[src/pid_with_deadband_and_clamps_top_defines.svh]
// assertion macros for the pid block
`ifndef PID_WITH_DEADBAND_AND_CLAMPS_TOP_DEFINES_SVH
`define PID_WITH_DEADBAND_AND_CLAMPS_TOP_DEFINES_SVH

`ifndef ASSERT_OFF
`define PIDC_ASSERT_IMPL(label, clk, rst_n, ante, cons) \
	label: assert property (@(posedge clk) disable iff (!rst_n) (ante) |-> (cons)) \
		else $error("pidc assertion failed");
`define PIDC_ASSERT_NEXT(label, clk, rst_n, ante, cons) \
	label: assert property (@(posedge clk) disable iff (!rst_n) (ante) |=> (cons)) \
		else $error("pidc assertion failed");
`else
`define PIDC_ASSERT_IMPL(label, clk, rst_n, ante, cons)
`define PIDC_ASSERT_NEXT(label, clk, rst_n, ante, cons)
`endif

`endif

[src/pidc_pkg.sv]
// shared types, register indexes and clamp helpers for the pid block
package pidc_pkg;

	localparam int GAIN_W  = 16;
	localparam int VAL_W   = 16;
	localparam int ERR_W   = 17;
	localparam int DELTA_W = 18;
	localparam int PTERM_W = 25;
	localparam int DTERM_W = 26;
	localparam int ITERM_W = 18;
	localparam int IACC_W  = 26;
	localparam int SUM_W   = 28;
	localparam int DRIVE_W = 17;
	localparam int IDX_W   = 3;

	localparam logic [IDX_W-1:0] REG_GAIN_P         = 3'd0;
	localparam logic [IDX_W-1:0] REG_GAIN_I         = 3'd1;
	localparam logic [IDX_W-1:0] REG_GAIN_D         = 3'd2;
	localparam logic [IDX_W-1:0] REG_DEAD_BAND      = 3'd3;
	localparam logic [IDX_W-1:0] REG_INTEGRAL_LIMIT = 3'd4;
	localparam logic [IDX_W-1:0] REG_OUTPUT_LIMIT   = 3'd5;

	typedef logic signed [VAL_W-1:0]   val_t;
	typedef logic signed [DRIVE_W-1:0] drive_t;

	// symmetric clamp of the integral accumulator
	function automatic logic signed [IACC_W-1:0] clamp_iacc(
		input logic signed [IACC_W-1:0] v,
		input logic [VAL_W-1:0] lim
	);
		logic signed [IACC_W-1:0] hi;
		logic signed [IACC_W-1:0] lo;
		hi = $signed({{(IACC_W-VAL_W){1'b0}}, lim});
		lo = -hi;
		if (v > hi)
			return hi;
		else if (v < lo)
			return lo;
		else
			return v;
	endfunction

	// symmetric clamp of the term sum
	function automatic logic signed [SUM_W-1:0] clamp_sum(
		input logic signed [SUM_W-1:0] v,
		input logic [VAL_W-1:0] lim
	);
		logic signed [SUM_W-1:0] hi;
		logic signed [SUM_W-1:0] lo;
		hi = $signed({{(SUM_W-VAL_W){1'b0}}, lim});
		lo = -hi;
		if (v > hi)
			return hi;
		else if (v < lo)
			return lo;
		else
			return v;
	endfunction

endpackage

[src/pidc_in_if.sv]
// input channel: setpoint and measurement
interface pidc_in_if;
	import pidc_pkg::*;

	logic valid;
	logic ready;
	val_t target_value;
	val_t measured_value;

	modport source (output valid, output target_value, output measured_value, input ready);
	modport sink (input valid, input target_value, input measured_value, output ready);
endinterface

[src/pidc_out_if.sv]
// output channel: clamped drive and saturation flag
interface pidc_out_if;
	import pidc_pkg::*;

	logic   valid;
	logic   ready;
	drive_t drive_value;
	logic   output_saturated;

	modport source (output valid, output drive_value, output output_saturated, input ready);
	modport sink (input valid, input drive_value, input output_saturated, output ready);
endinterface

[src/pid_with_deadband_and_clamps_top.sv]
// pid controller with deadband, integral clamp and output clamp
//
// req carries one transaction per control step: target_value and
// measured_value. rsp returns one transaction per step: drive_value, the sum
// of the p, i and d terms clamped to +/-output_limit, and output_saturated.
// gains, deadband and limits are written through cfg_wr_en/cfg_index/
// cfg_wdata while no step is in flight.
// four stages: error and deadband test, the three gain multipliers, the
// term update (the integral accumulate is the recurrence on the held
// integral term), then the sum and clamp into the result register.
// rsp.valid rises once a transaction has passed the s1 to s4 registers;
// one transaction is taken every cycle while rsp is not stalled.
// each stage holds when the one after it is full and stalled, so a stall
// on rsp fills the empty stages before req.ready drops.
// reset clears gains and deadband to zero, both limits to 65535, the held
// terms and the previous error to zero, and empties the pipeline.
`include "pid_with_deadband_and_clamps_top_defines.svh"

module pid_with_deadband_and_clamps_top (
	input  logic                         clk,
	input  logic                         arst_n,
	input  logic                         cfg_wr_en,
	input  logic [pidc_pkg::IDX_W-1:0]   cfg_index,
	input  logic [pidc_pkg::VAL_W-1:0]   cfg_wdata,
	pidc_in_if.sink                      req,
	pidc_out_if.source                   rsp
);
	import pidc_pkg::*;

	// configuration
	logic signed [GAIN_W-1:0] gain_p_q;
	logic signed [GAIN_W-1:0] gain_i_q;
	logic signed [GAIN_W-1:0] gain_d_q;
	logic [VAL_W-1:0]         dead_band_q;
	logic [VAL_W-1:0]         integral_limit_q;
	logic [VAL_W-1:0]         output_limit_q;

	always_ff @(posedge clk or negedge arst_n) begin
		if (!arst_n) begin
			gain_p_q         <= '0;
			gain_i_q         <= '0;
			gain_d_q         <= '0;
			dead_band_q      <= '0;
			integral_limit_q <= '1;
			output_limit_q   <= '1;
		end else if (cfg_wr_en) begin
			case (cfg_index)
				REG_GAIN_P:         gain_p_q         <= cfg_wdata;
				REG_GAIN_I:         gain_i_q         <= cfg_wdata;
				REG_GAIN_D:         gain_d_q         <= cfg_wdata;
				REG_DEAD_BAND:      dead_band_q      <= cfg_wdata;
				REG_INTEGRAL_LIMIT: integral_limit_q <= cfg_wdata;
				REG_OUTPUT_LIMIT:   output_limit_q   <= cfg_wdata;
				default: ;
			endcase
		end
	end

	// stage enables
	logic valid_s1, valid_s2, valid_s3, valid_s4;
	logic en_s1, en_s2, en_s3, en_s4;

	assign en_s4     = !valid_s4 || rsp.ready;
	assign en_s3     = !valid_s3 || en_s4;
	assign en_s2     = !valid_s2 || en_s3;
	assign en_s1     = !valid_s1 || en_s2;
	assign req.ready = en_s1;

	always_ff @(posedge clk or negedge arst_n) begin
		if (!arst_n) begin
			valid_s1 <= 1'b0;
			valid_s2 <= 1'b0;
			valid_s3 <= 1'b0;
			valid_s4 <= 1'b0;
		end else begin
			if (en_s1) valid_s1 <= req.valid;
			if (en_s2) valid_s2 <= valid_s1;
			if (en_s3) valid_s3 <= valid_s2;
			if (en_s4) valid_s4 <= valid_s3;
		end
	end

	// stage 1: error, change in error, deadband test
	logic signed [ERR_W-1:0]   err;
	logic [ERR_W-1:0]          err_mag;
	logic signed [DELTA_W-1:0] delta;
	logic signed [ERR_W-1:0]   prev_error_q;
	logic signed [ERR_W-1:0]   err_s1;
	logic signed [DELTA_W-1:0] delta_s1;
	logic                      upd_s1;
	logic                      req_fire;

	assign req_fire = req.valid && en_s1;
	assign err      = $signed({req.target_value[VAL_W-1], req.target_value})
	                - $signed({req.measured_value[VAL_W-1], req.measured_value});
	assign err_mag  = err[ERR_W-1] ? ERR_W'(-err) : ERR_W'(err);
	assign delta    = $signed({err[ERR_W-1], err}) - $signed({prev_error_q[ERR_W-1], prev_error_q});

	always_ff @(posedge clk or negedge arst_n) begin
		if (!arst_n) begin
			prev_error_q <= '0;
		end else if (req_fire) begin
			prev_error_q <= err;
		end
	end

	always_ff @(posedge clk) begin
		if (req_fire) begin
			err_s1   <= err;
			delta_s1 <= delta;
			upd_s1   <= err_mag > {1'b0, dead_band_q};
		end
	end

	// stage 2: gain products, floor shift by 8
	logic signed [GAIN_W+ERR_W-1:0]   prod_p;
	logic signed [GAIN_W+ERR_W-1:0]   prod_i;
	logic signed [GAIN_W+DELTA_W-1:0] prod_d;
	logic signed [PTERM_W-1:0]        pterm_s2;
	logic signed [PTERM_W-1:0]        iinc_s2;
	logic signed [DTERM_W-1:0]        dterm_s2;
	logic                             upd_s2;

	assign prod_p = gain_p_q * err_s1;
	assign prod_i = gain_i_q * err_s1;
	assign prod_d = gain_d_q * delta_s1;

	always_ff @(posedge clk) begin
		if (en_s2 && valid_s1) begin
			pterm_s2 <= prod_p[GAIN_W+ERR_W-1:8];
			iinc_s2  <= prod_i[GAIN_W+ERR_W-1:8];
			dterm_s2 <= prod_d[GAIN_W+DELTA_W-1:8];
			upd_s2   <= upd_s1;
		end
	end

	// stage 3: held terms, integral accumulate and clamp
	logic signed [PTERM_W-1:0] term_p_q;
	logic signed [ITERM_W-1:0] term_i_q;
	logic signed [DTERM_W-1:0] term_d_q;
	logic signed [IACC_W-1:0]  iacc;
	logic signed [IACC_W-1:0]  iacc_clamped;

	assign iacc = $signed({{(IACC_W-ITERM_W){term_i_q[ITERM_W-1]}}, term_i_q})
	            + (upd_s2 ? $signed({{(IACC_W-PTERM_W){iinc_s2[PTERM_W-1]}}, iinc_s2})
	                      : $signed(IACC_W'(0)));
	assign iacc_clamped = clamp_iacc(iacc, integral_limit_q);

	always_ff @(posedge clk or negedge arst_n) begin
		if (!arst_n) begin
			term_p_q <= '0;
			term_i_q <= '0;
			term_d_q <= '0;
		end else if (en_s3 && valid_s2) begin
			if (upd_s2) begin
				term_p_q <= pterm_s2;
				term_d_q <= dterm_s2;
			end
			term_i_q <= iacc_clamped[ITERM_W-1:0];
		end
	end

	// stage 4: sum, output clamp, result register
	logic signed [SUM_W-1:0] sum;
	logic signed [SUM_W-1:0] sum_clamped;
	drive_t                  drive_s4;
	logic                    sat_s4;

	assign sum = $signed({{(SUM_W-PTERM_W){term_p_q[PTERM_W-1]}}, term_p_q})
	           + $signed({{(SUM_W-ITERM_W){term_i_q[ITERM_W-1]}}, term_i_q})
	           + $signed({{(SUM_W-DTERM_W){term_d_q[DTERM_W-1]}}, term_d_q});
	assign sum_clamped = clamp_sum(sum, output_limit_q);

	always_ff @(posedge clk) begin
		if (en_s4 && valid_s3) begin
			drive_s4 <= sum_clamped[DRIVE_W-1:0];
			sat_s4   <= sum_clamped != sum;
		end
	end

	assign rsp.valid            = valid_s4;
	assign rsp.drive_value      = drive_s4;
	assign rsp.output_saturated = sat_s4;

	// checks
	logic signed [DRIVE_W-1:0] olim_pos;
	logic signed [ITERM_W-1:0] ilim_pos;
	logic [ERR_W-1:0]          err_s1_mag;

	assign olim_pos   = $signed({1'b0, output_limit_q});
	assign ilim_pos   = $signed({2'b00, integral_limit_q});
	assign err_s1_mag = err_s1[ERR_W-1] ? ERR_W'(-err_s1) : ERR_W'(err_s1);

	`PIDC_ASSERT_IMPL(a_iterm_in_limit, clk, arst_n, valid_s3,
		term_i_q <= ilim_pos && term_i_q >= -ilim_pos)
	`PIDC_ASSERT_IMPL(a_sat_at_limit, clk, arst_n, valid_s4 && sat_s4,
		drive_s4 == olim_pos || drive_s4 == -olim_pos)
	`PIDC_ASSERT_IMPL(a_hold_in_deadband, clk, arst_n, valid_s1 && !upd_s1,
		err_s1_mag <= {1'b0, dead_band_q})
	`PIDC_ASSERT_NEXT(a_accept_fills_s1, clk, arst_n, req.valid && req.ready, valid_s1)

endmodule
[src/flat_wrapper.sv]
// flat-port wrapper written by rule: the top's interface ports become plain ports
module pid_with_deadband_and_clamps_top_flat import pidc_pkg::*;
  (clk, arst_n, cfg_wr_en, cfg_index, cfg_wdata, req_valid, req_target_value, req_measured_value, req_ready, rsp_valid, rsp_drive_value, rsp_output_saturated, rsp_ready);
  pidc_in_if req_i ();
  pidc_out_if rsp_i ();
  input  logic clk;
  input  logic arst_n;
  input  logic cfg_wr_en;
  input  logic [pidc_pkg::IDX_W-1:0] cfg_index;
  input  logic [pidc_pkg::VAL_W-1:0] cfg_wdata;
  input wire logic [$bits(req_i.valid)-1:0] req_valid;
  input wire logic [$bits(req_i.target_value)-1:0] req_target_value;
  input wire logic [$bits(req_i.measured_value)-1:0] req_measured_value;
  output wire logic [$bits(req_i.ready)-1:0] req_ready;
  output wire logic [$bits(rsp_i.valid)-1:0] rsp_valid;
  output wire logic [$bits(rsp_i.drive_value)-1:0] rsp_drive_value;
  output wire logic [$bits(rsp_i.output_saturated)-1:0] rsp_output_saturated;
  input wire logic [$bits(rsp_i.ready)-1:0] rsp_ready;
  assign req_i.valid = req_valid;
  assign req_i.target_value = req_target_value;
  assign req_i.measured_value = req_measured_value;
  assign req_ready = req_i.ready;
  assign rsp_valid = rsp_i.valid;
  assign rsp_drive_value = rsp_i.drive_value;
  assign rsp_output_saturated = rsp_i.output_saturated;
  assign rsp_i.ready = rsp_ready;
  pid_with_deadband_and_clamps_top u_core (.clk(clk), .arst_n(arst_n), .cfg_wr_en(cfg_wr_en), .cfg_index(cfg_index), .cfg_wdata(cfg_wdata), .req(req_i), .rsp(rsp_i));
endmodule
[config.mk]
export PLATFORM = sky130hd
export DESIGN_NAME = pid_with_deadband_and_clamps_top_flat
export DESIGN_NICKNAME = d
export VERILOG_FILES = /design/src/pidc_pkg.sv /design/src/pidc_in_if.sv /design/src/pidc_out_if.sv /design/src/pid_with_deadband_and_clamps_top.sv /design/src/flat_wrapper.sv
export VERILOG_INCLUDE_DIRS = /design/src /design/src/src
export SDC_FILE = /design/constraint.sdc
export NUM_CORES = 2
export LEC_CHECK = 0
export ABC_AREA = 1
export BUFFER_PORTS_ARGS = -buffer_cell sky130_fd_sc_hd__clkbuf_2
export CORE_AREA = 2 2 317 241
export CTS_BUF_LIST = sky130_fd_sc_hd__clkbuf_8
export DETAILED_ROUTE_END_ITERATION = 6
export DIE_AREA = 0 0 319 243
export GPL_TIMING_DRIVEN = 0
export PLACE_DENSITY_LB_ADDON = 0.08
export SYNTH_ARGS = -nofsm -noshare
export SYNTH_HDL_FRONTEND = slang
export SYNTH_SLANG_ARGS = --single-unit
[constraint.sdc]
create_clock -name clk -period 18.93 [get_ports clk]
set_clock_uncertainty 0.15 [all_clocks]
set_input_delay 3.786 -clock clk [delete_from_list [all_inputs] [get_ports clk]]
set_output_delay 3.786 -clock clk [all_outputs]
set_load 0.1 [all_outputs]
# Yosys cells after proc, flatten, opt, wreduce, memory -nomap -nowiden
# Index checks and enable logic that the tools add are counted.
# W data, S select, Z words.
totals:
  elab_cells: 71
  input_bits: 56
  out_inout_bits: 20
  reg_bits: 317
classes:
  order_cmp: 5
  n_mux: 6
  reduce_logical: 20
  multipliers: 3
  eq_ne: 6
  n_addsub: 8
op_table:
  columns: ["operator", "n"]
  rows:
  - ["$mul A16 B17 Y33", 2]
  - ["$mux W28", 2]
  - ["$mux W18", 2]
  - ["$mul A16 B18 Y34", 1]
  - ["$gt A28 B17 Y1", 1]
  - ["$lt A28 B28 Y1", 1]
  - ["$ne A28 B28 Y1", 1]
  - ["$neg A16 Y28", 1]
  - ["$add A26 B26 Y27", 1]
  - ["$add A18 B26 Y26", 1]
  - ["$add A25 B18 Y26", 1]
  - ["$gt A26 B17 Y1", 1]
  - ["$lt A26 B26 Y1", 1]
  - ["$mux W26", 1]
  - ["$neg A16 Y26", 1]
  - ["$sub A17 B17 Y18", 1]
  - ["$gt A17 B16 Y1", 1]
  - ["$mux W17", 1]
  - ["$neg A17 Y17", 1]
  - ["$sub A16 B16 Y17", 1]
  - ["$reduce_and A2 Y1", 7]
  - ["$eq A3 B2 Y1 const B", 2]
  - ["$eq A3 B3 Y1 const B", 2]
  - ["$logic_and A1 B1 Y1", 4]
  - ["4 further kinds", 10]

# Depth between registers and ports, before layout
logic_depth:
  ltp_word: 6
  depth_mapped: 36
  depth_no_buf: 35

# Worst setup path before layout
# Ideal clock, no wire load.
synth_timing:
  path_type: "input to output"
  from: "input rsp_ready"
  to: "output req_ready"
  arrival_time_ns: 4.736
  t_required_ns: 14.994
  setup_slack_ns: 10.258
  stages: 8
  cell_sequence: "nor2_1 inv_1 nor2_1 inv_1 nor2_1 inv_1 nor2_1 inv_1"
synth_between:
  elab_chain_len: 4
synth_rtl:
  columns: ["item", "line", "rtl"]
  rows:
  - ["from (decl)", "flat_wrapper.sv:18", "input wire logic [$bits(rsp_i.ready)-1:0] rsp_ready;"]
  - ["$logic_or A1 B1 Y1", "pid_with_deadband_and_clamps_top.sv:63", "assign en_s4 = !valid_s4 || rsp.ready;"]
  - ["$logic_or A1 B1 Y1", "pid_with_deadband_and_clamps_top.sv:64", "assign en_s3 = !valid_s3 || en_s4;"]
  - ["$logic_or A1 B1 Y1", "pid_with_deadband_and_clamps_top.sv:65", "assign en_s2 = !valid_s2 || en_s3;"]
  - ["$logic_or A1 B1 Y1", "pid_with_deadband_and_clamps_top.sv:66", "assign en_s1 = !valid_s1 || en_s2;"]
  - ["to (decl)", "flat_wrapper.sv:14", "output wire logic [$bits(req_i.ready)-1:0] req_ready;"]
# No other way between the ends.

# Worst setup path in the final report
# Ends and elaborated chain as after synthesis.

==> impl_metrics.csv <==
group,metric,value,unit
setup_path,crit_type,"input port to primary output",
cts,cts_resized,0,
cts,clk_pin_slew_worst_paths,70,ps
floorplan,die_h,243,um
global_routing,use_met2,56.2,%
final_layout,drive_gt1_share,4.97,%
setup_path,cp-end-kind,"primary output",
floorplan,initial_core_util,69.4,%
run_status,status,"finished clean",
floorplan,io_pins,76,
routing,drtAntennaViolNets,0,
routing,first_pass_iters,7,
final_layout,syn_to_final_growth,5.50,%
yosys,netlist-cell-type-count,55,
min_path,hold_class,"flip-flop to flip-flop",
cts,cts_buffer_depth,3,
yosys,synth_nets,7560,
routing,wl_per_cell,19.7,um
setup_path,critPathLaunchType,"input port",
global_routing,grt_antenna_before_repair,15,
sta,period_minus_slack,8890,ps
sta,setup_viol,0,
cts,cts-root-buf,"clkbuf_8",
floorplan,fp.dieW,319,um
global_routing,grt_pass1_vias,41800,
cts,hold_buffers,0,
yosys,synth_seq_cells,317,
setup_path,rr_worst_depth,25,
setup_path,r2r_slack,10850,ps
yosys,synth_edf_count,131,
setup_path,crit_end,"req_ready",
yosys,async_flop_share,58.7,%
floorplan,fp-row-count,87,
run,cap_violations,0,
setup_path,critPathLaunch,"rsp_ready",
global_routing,grt_overflow_total,0,
cts,h-tree-depth,2,
final_layout,final_net_count,7691,
global_routing,track_usage,38.8,%
min_path,worstHoldStart,"u_core.pterm_s2[15]",
sta,tns,0,ps
cts,postCtsSetupBuffers,0,
place,io_buffers,75,
global_routing,grt_max_degree,103,
floorplan,fp.dieArea,77500,sq um
cts,clock-sinks,317,
setup_path,cp_data_required_time,14990,ps
routing,totalWireLength,145000,um
sta,hold_violations,0,
place,dpl.hpwl,122000,um
routing,drt_iter0_drc,4276,
cts,cts_tree,"yes",
cts,clk_latency,680,ps
routing,drc_errors,0,
yosys,ys_warn_count,0,
global_routing,met3_usage,14.2,%
global_routing,grt_pass1_wl,231000,um
yosys,synth_cells,6207,
routing,via_count,41300,
sta,maxSlewHeadroom,19.0,%
yosys,netlist_area,51700,sq um
place,routabilityCongestion,0.986,
cts,cts_buffers,51,
global_routing,grt-busiest-layer,"met2",
global_routing,gr-usage-met1,55.0,%
setup_path,crit_fanout,3,
sta,tightest_slew,1210,ps
setup_path,r2r_start,"u_core.gain_p_q[1]",
sta,rsz0062_at_grt,"no",
yosys,yosysSeqAreaShare,16.7,%
setup_path,cp.arrival,4950,ps
routing,via_per_inst,5.61,
yosys,ys.flop_type,"dfrtp_1",
sta,fmax,112,MHz
setup_path,reg2reg_to,"u_core.pterm_s2[24]",
yosys,syn_avg_cell_area,8.33,sq um
sta,post-route-period-util,47.0,%
floorplan,coreArea,74500,sq um
sta,drv_slew,0,
final_layout,finish.utilization,73.3,%
routing by layer:
layer | vias to the layer above | part of all wire, %
met5 | - | 0.021
met4 | 4 | 3.2
met3 | 313 | 14
met2 | 2180 | 42
met1 | 20100 | 41
li1 | 18800 | -
sequential cells by signal, summed over array words and instances, names as in the netlist:
name                         flops
u_core.dead_band_q              16
u_core.delta_s1                 18
u_core.dterm_s2                 26
u_core.err_s1                   17
u_core.gain_d_q                 16
u_core.gain_i_q                 16
u_core.gain_p_q                 16
u_core.iinc_s2                  25
u_core.integral_limit_q         16
u_core.output_limit_q           16
u_core.prev_error_q             17
u_core.pterm_s2                 25
u_core.rsp.drive_value          17
u_core.rsp.output_saturated      1
u_core.rsp.valid                 1
u_core.term_d_q                 26
u_core.term_i_q                 18
u_core.term_p_q                 25
u_core.upd_s1                    1
u_core.upd_s2                    1
u_core.valid_s1                  1
u_core.valid_s2                  1
u_core.valid_s3                  1
cells in the mapped netlist, drive strengths merged, types with 5 or more instances:
cell type	instances	area [sq um]
clkbuf	172	646
fa	869	17400
xnor2	60	526
o21bai	16	120
inv	1613	6050
nand2	1470	5570
nand4	48	300
ha	428	5360
dfstp	32	841
o211ai	11	82.6
a211oi	7	52.6
o21ai	228	1140
a21o	8	60.1
nand3	138	798
o2111ai	5	43.8
o221ai	8	70.1
or2	19	119
buf	45	208
o21a	10	75.1
nor3	34	175
xor2	154	1350
nor2	207	797
nor4	10	92.6
edfxtp	131	3930
a21oi	236	1180
dfrtp	154	3850
mux2	51	574
a31oi	18	113
final cells by class:
cell class,count,area (sq um)
Fill cell,5851,19900
Multi-Input combinational cell,4056,36200
Tap cell,979,1220
Buffer,217,855
Antenna cell,10,25.0
Inverter,1617,6080
Clock buffer,60,826
Timing Repair Buffer,78,467
Sequential cell,317,8630
Clock inverter,36,293
critical path, cell delays in order:
cell      delay (ps)
clkbuf_2          80
nor2_1           170
inv_1             70
nor2_1            90
inv_1             70
nor2_1            80
inv_1             60
nor2_1           110
inv_1             70
clkbuf_2         360
kinds of logic after synthesis:
group / share of synthesized area, %
and+or+nand+nor: 15.3
buffers and inverters: 13.4
adders and majority gates: 44.0
AOI/OAI and AO/OA: 5.92
DFF: 16.7
xor gates and xnor gates: 3.62
muxes: 1.11
through the flow:
| step | cell area [sq um] | setup WS, ps | hold WS [ps] | std cells |
|---|---|---|---|---|
| after CTS | 54500 | 10040 | 288 | 7360 |
| after global routing | 54500 | 9840 | 306 | 7365 |
| after detailed placement | 53400 | 10040 | 314 | 7264 |
| after floorplan | 51700 | 10260 | 250 | 6207 |
| after global placement | 53300 | 10080 | 297 | 7261 |
| final | 54600 | 10040 | 308 | 7370 |
layout by cell type, fill, tap and decap left out, drive strengths merged, types with 34 or more instances in the layout:
cell type  synthesis  layout
edfxtp           131     131
o21ai            228     228
mux2              51      51
clkbuf           172     307
dfrtp            154     154
a21oi            236     236
ha               428     428
nand3            138     138
xor2             154     154
buf               45      48
fa               869     869
xnor2             60      60
nor3              34      34
inv             1613    1628
nand4             48      48
nor2             207     207
nand2           1470    1470
worst min-delay path by stage:
stage | depth (start not counted) | to
floorplan | 0 | u_core.upd_s2
global placement | 2 | u_core.rsp.valid
detailed placement | 1 | u_core.term_d_q[24]
CTS | 1 | u_core.term_p_q[15]
global route | 1 | u_core.term_p_q[15]
finish | 1 | u_core.term_p_q[15]
Power is not shown: default switching activity piles up to over one toggle a cycle in this logic, so the estimate is an artifact.
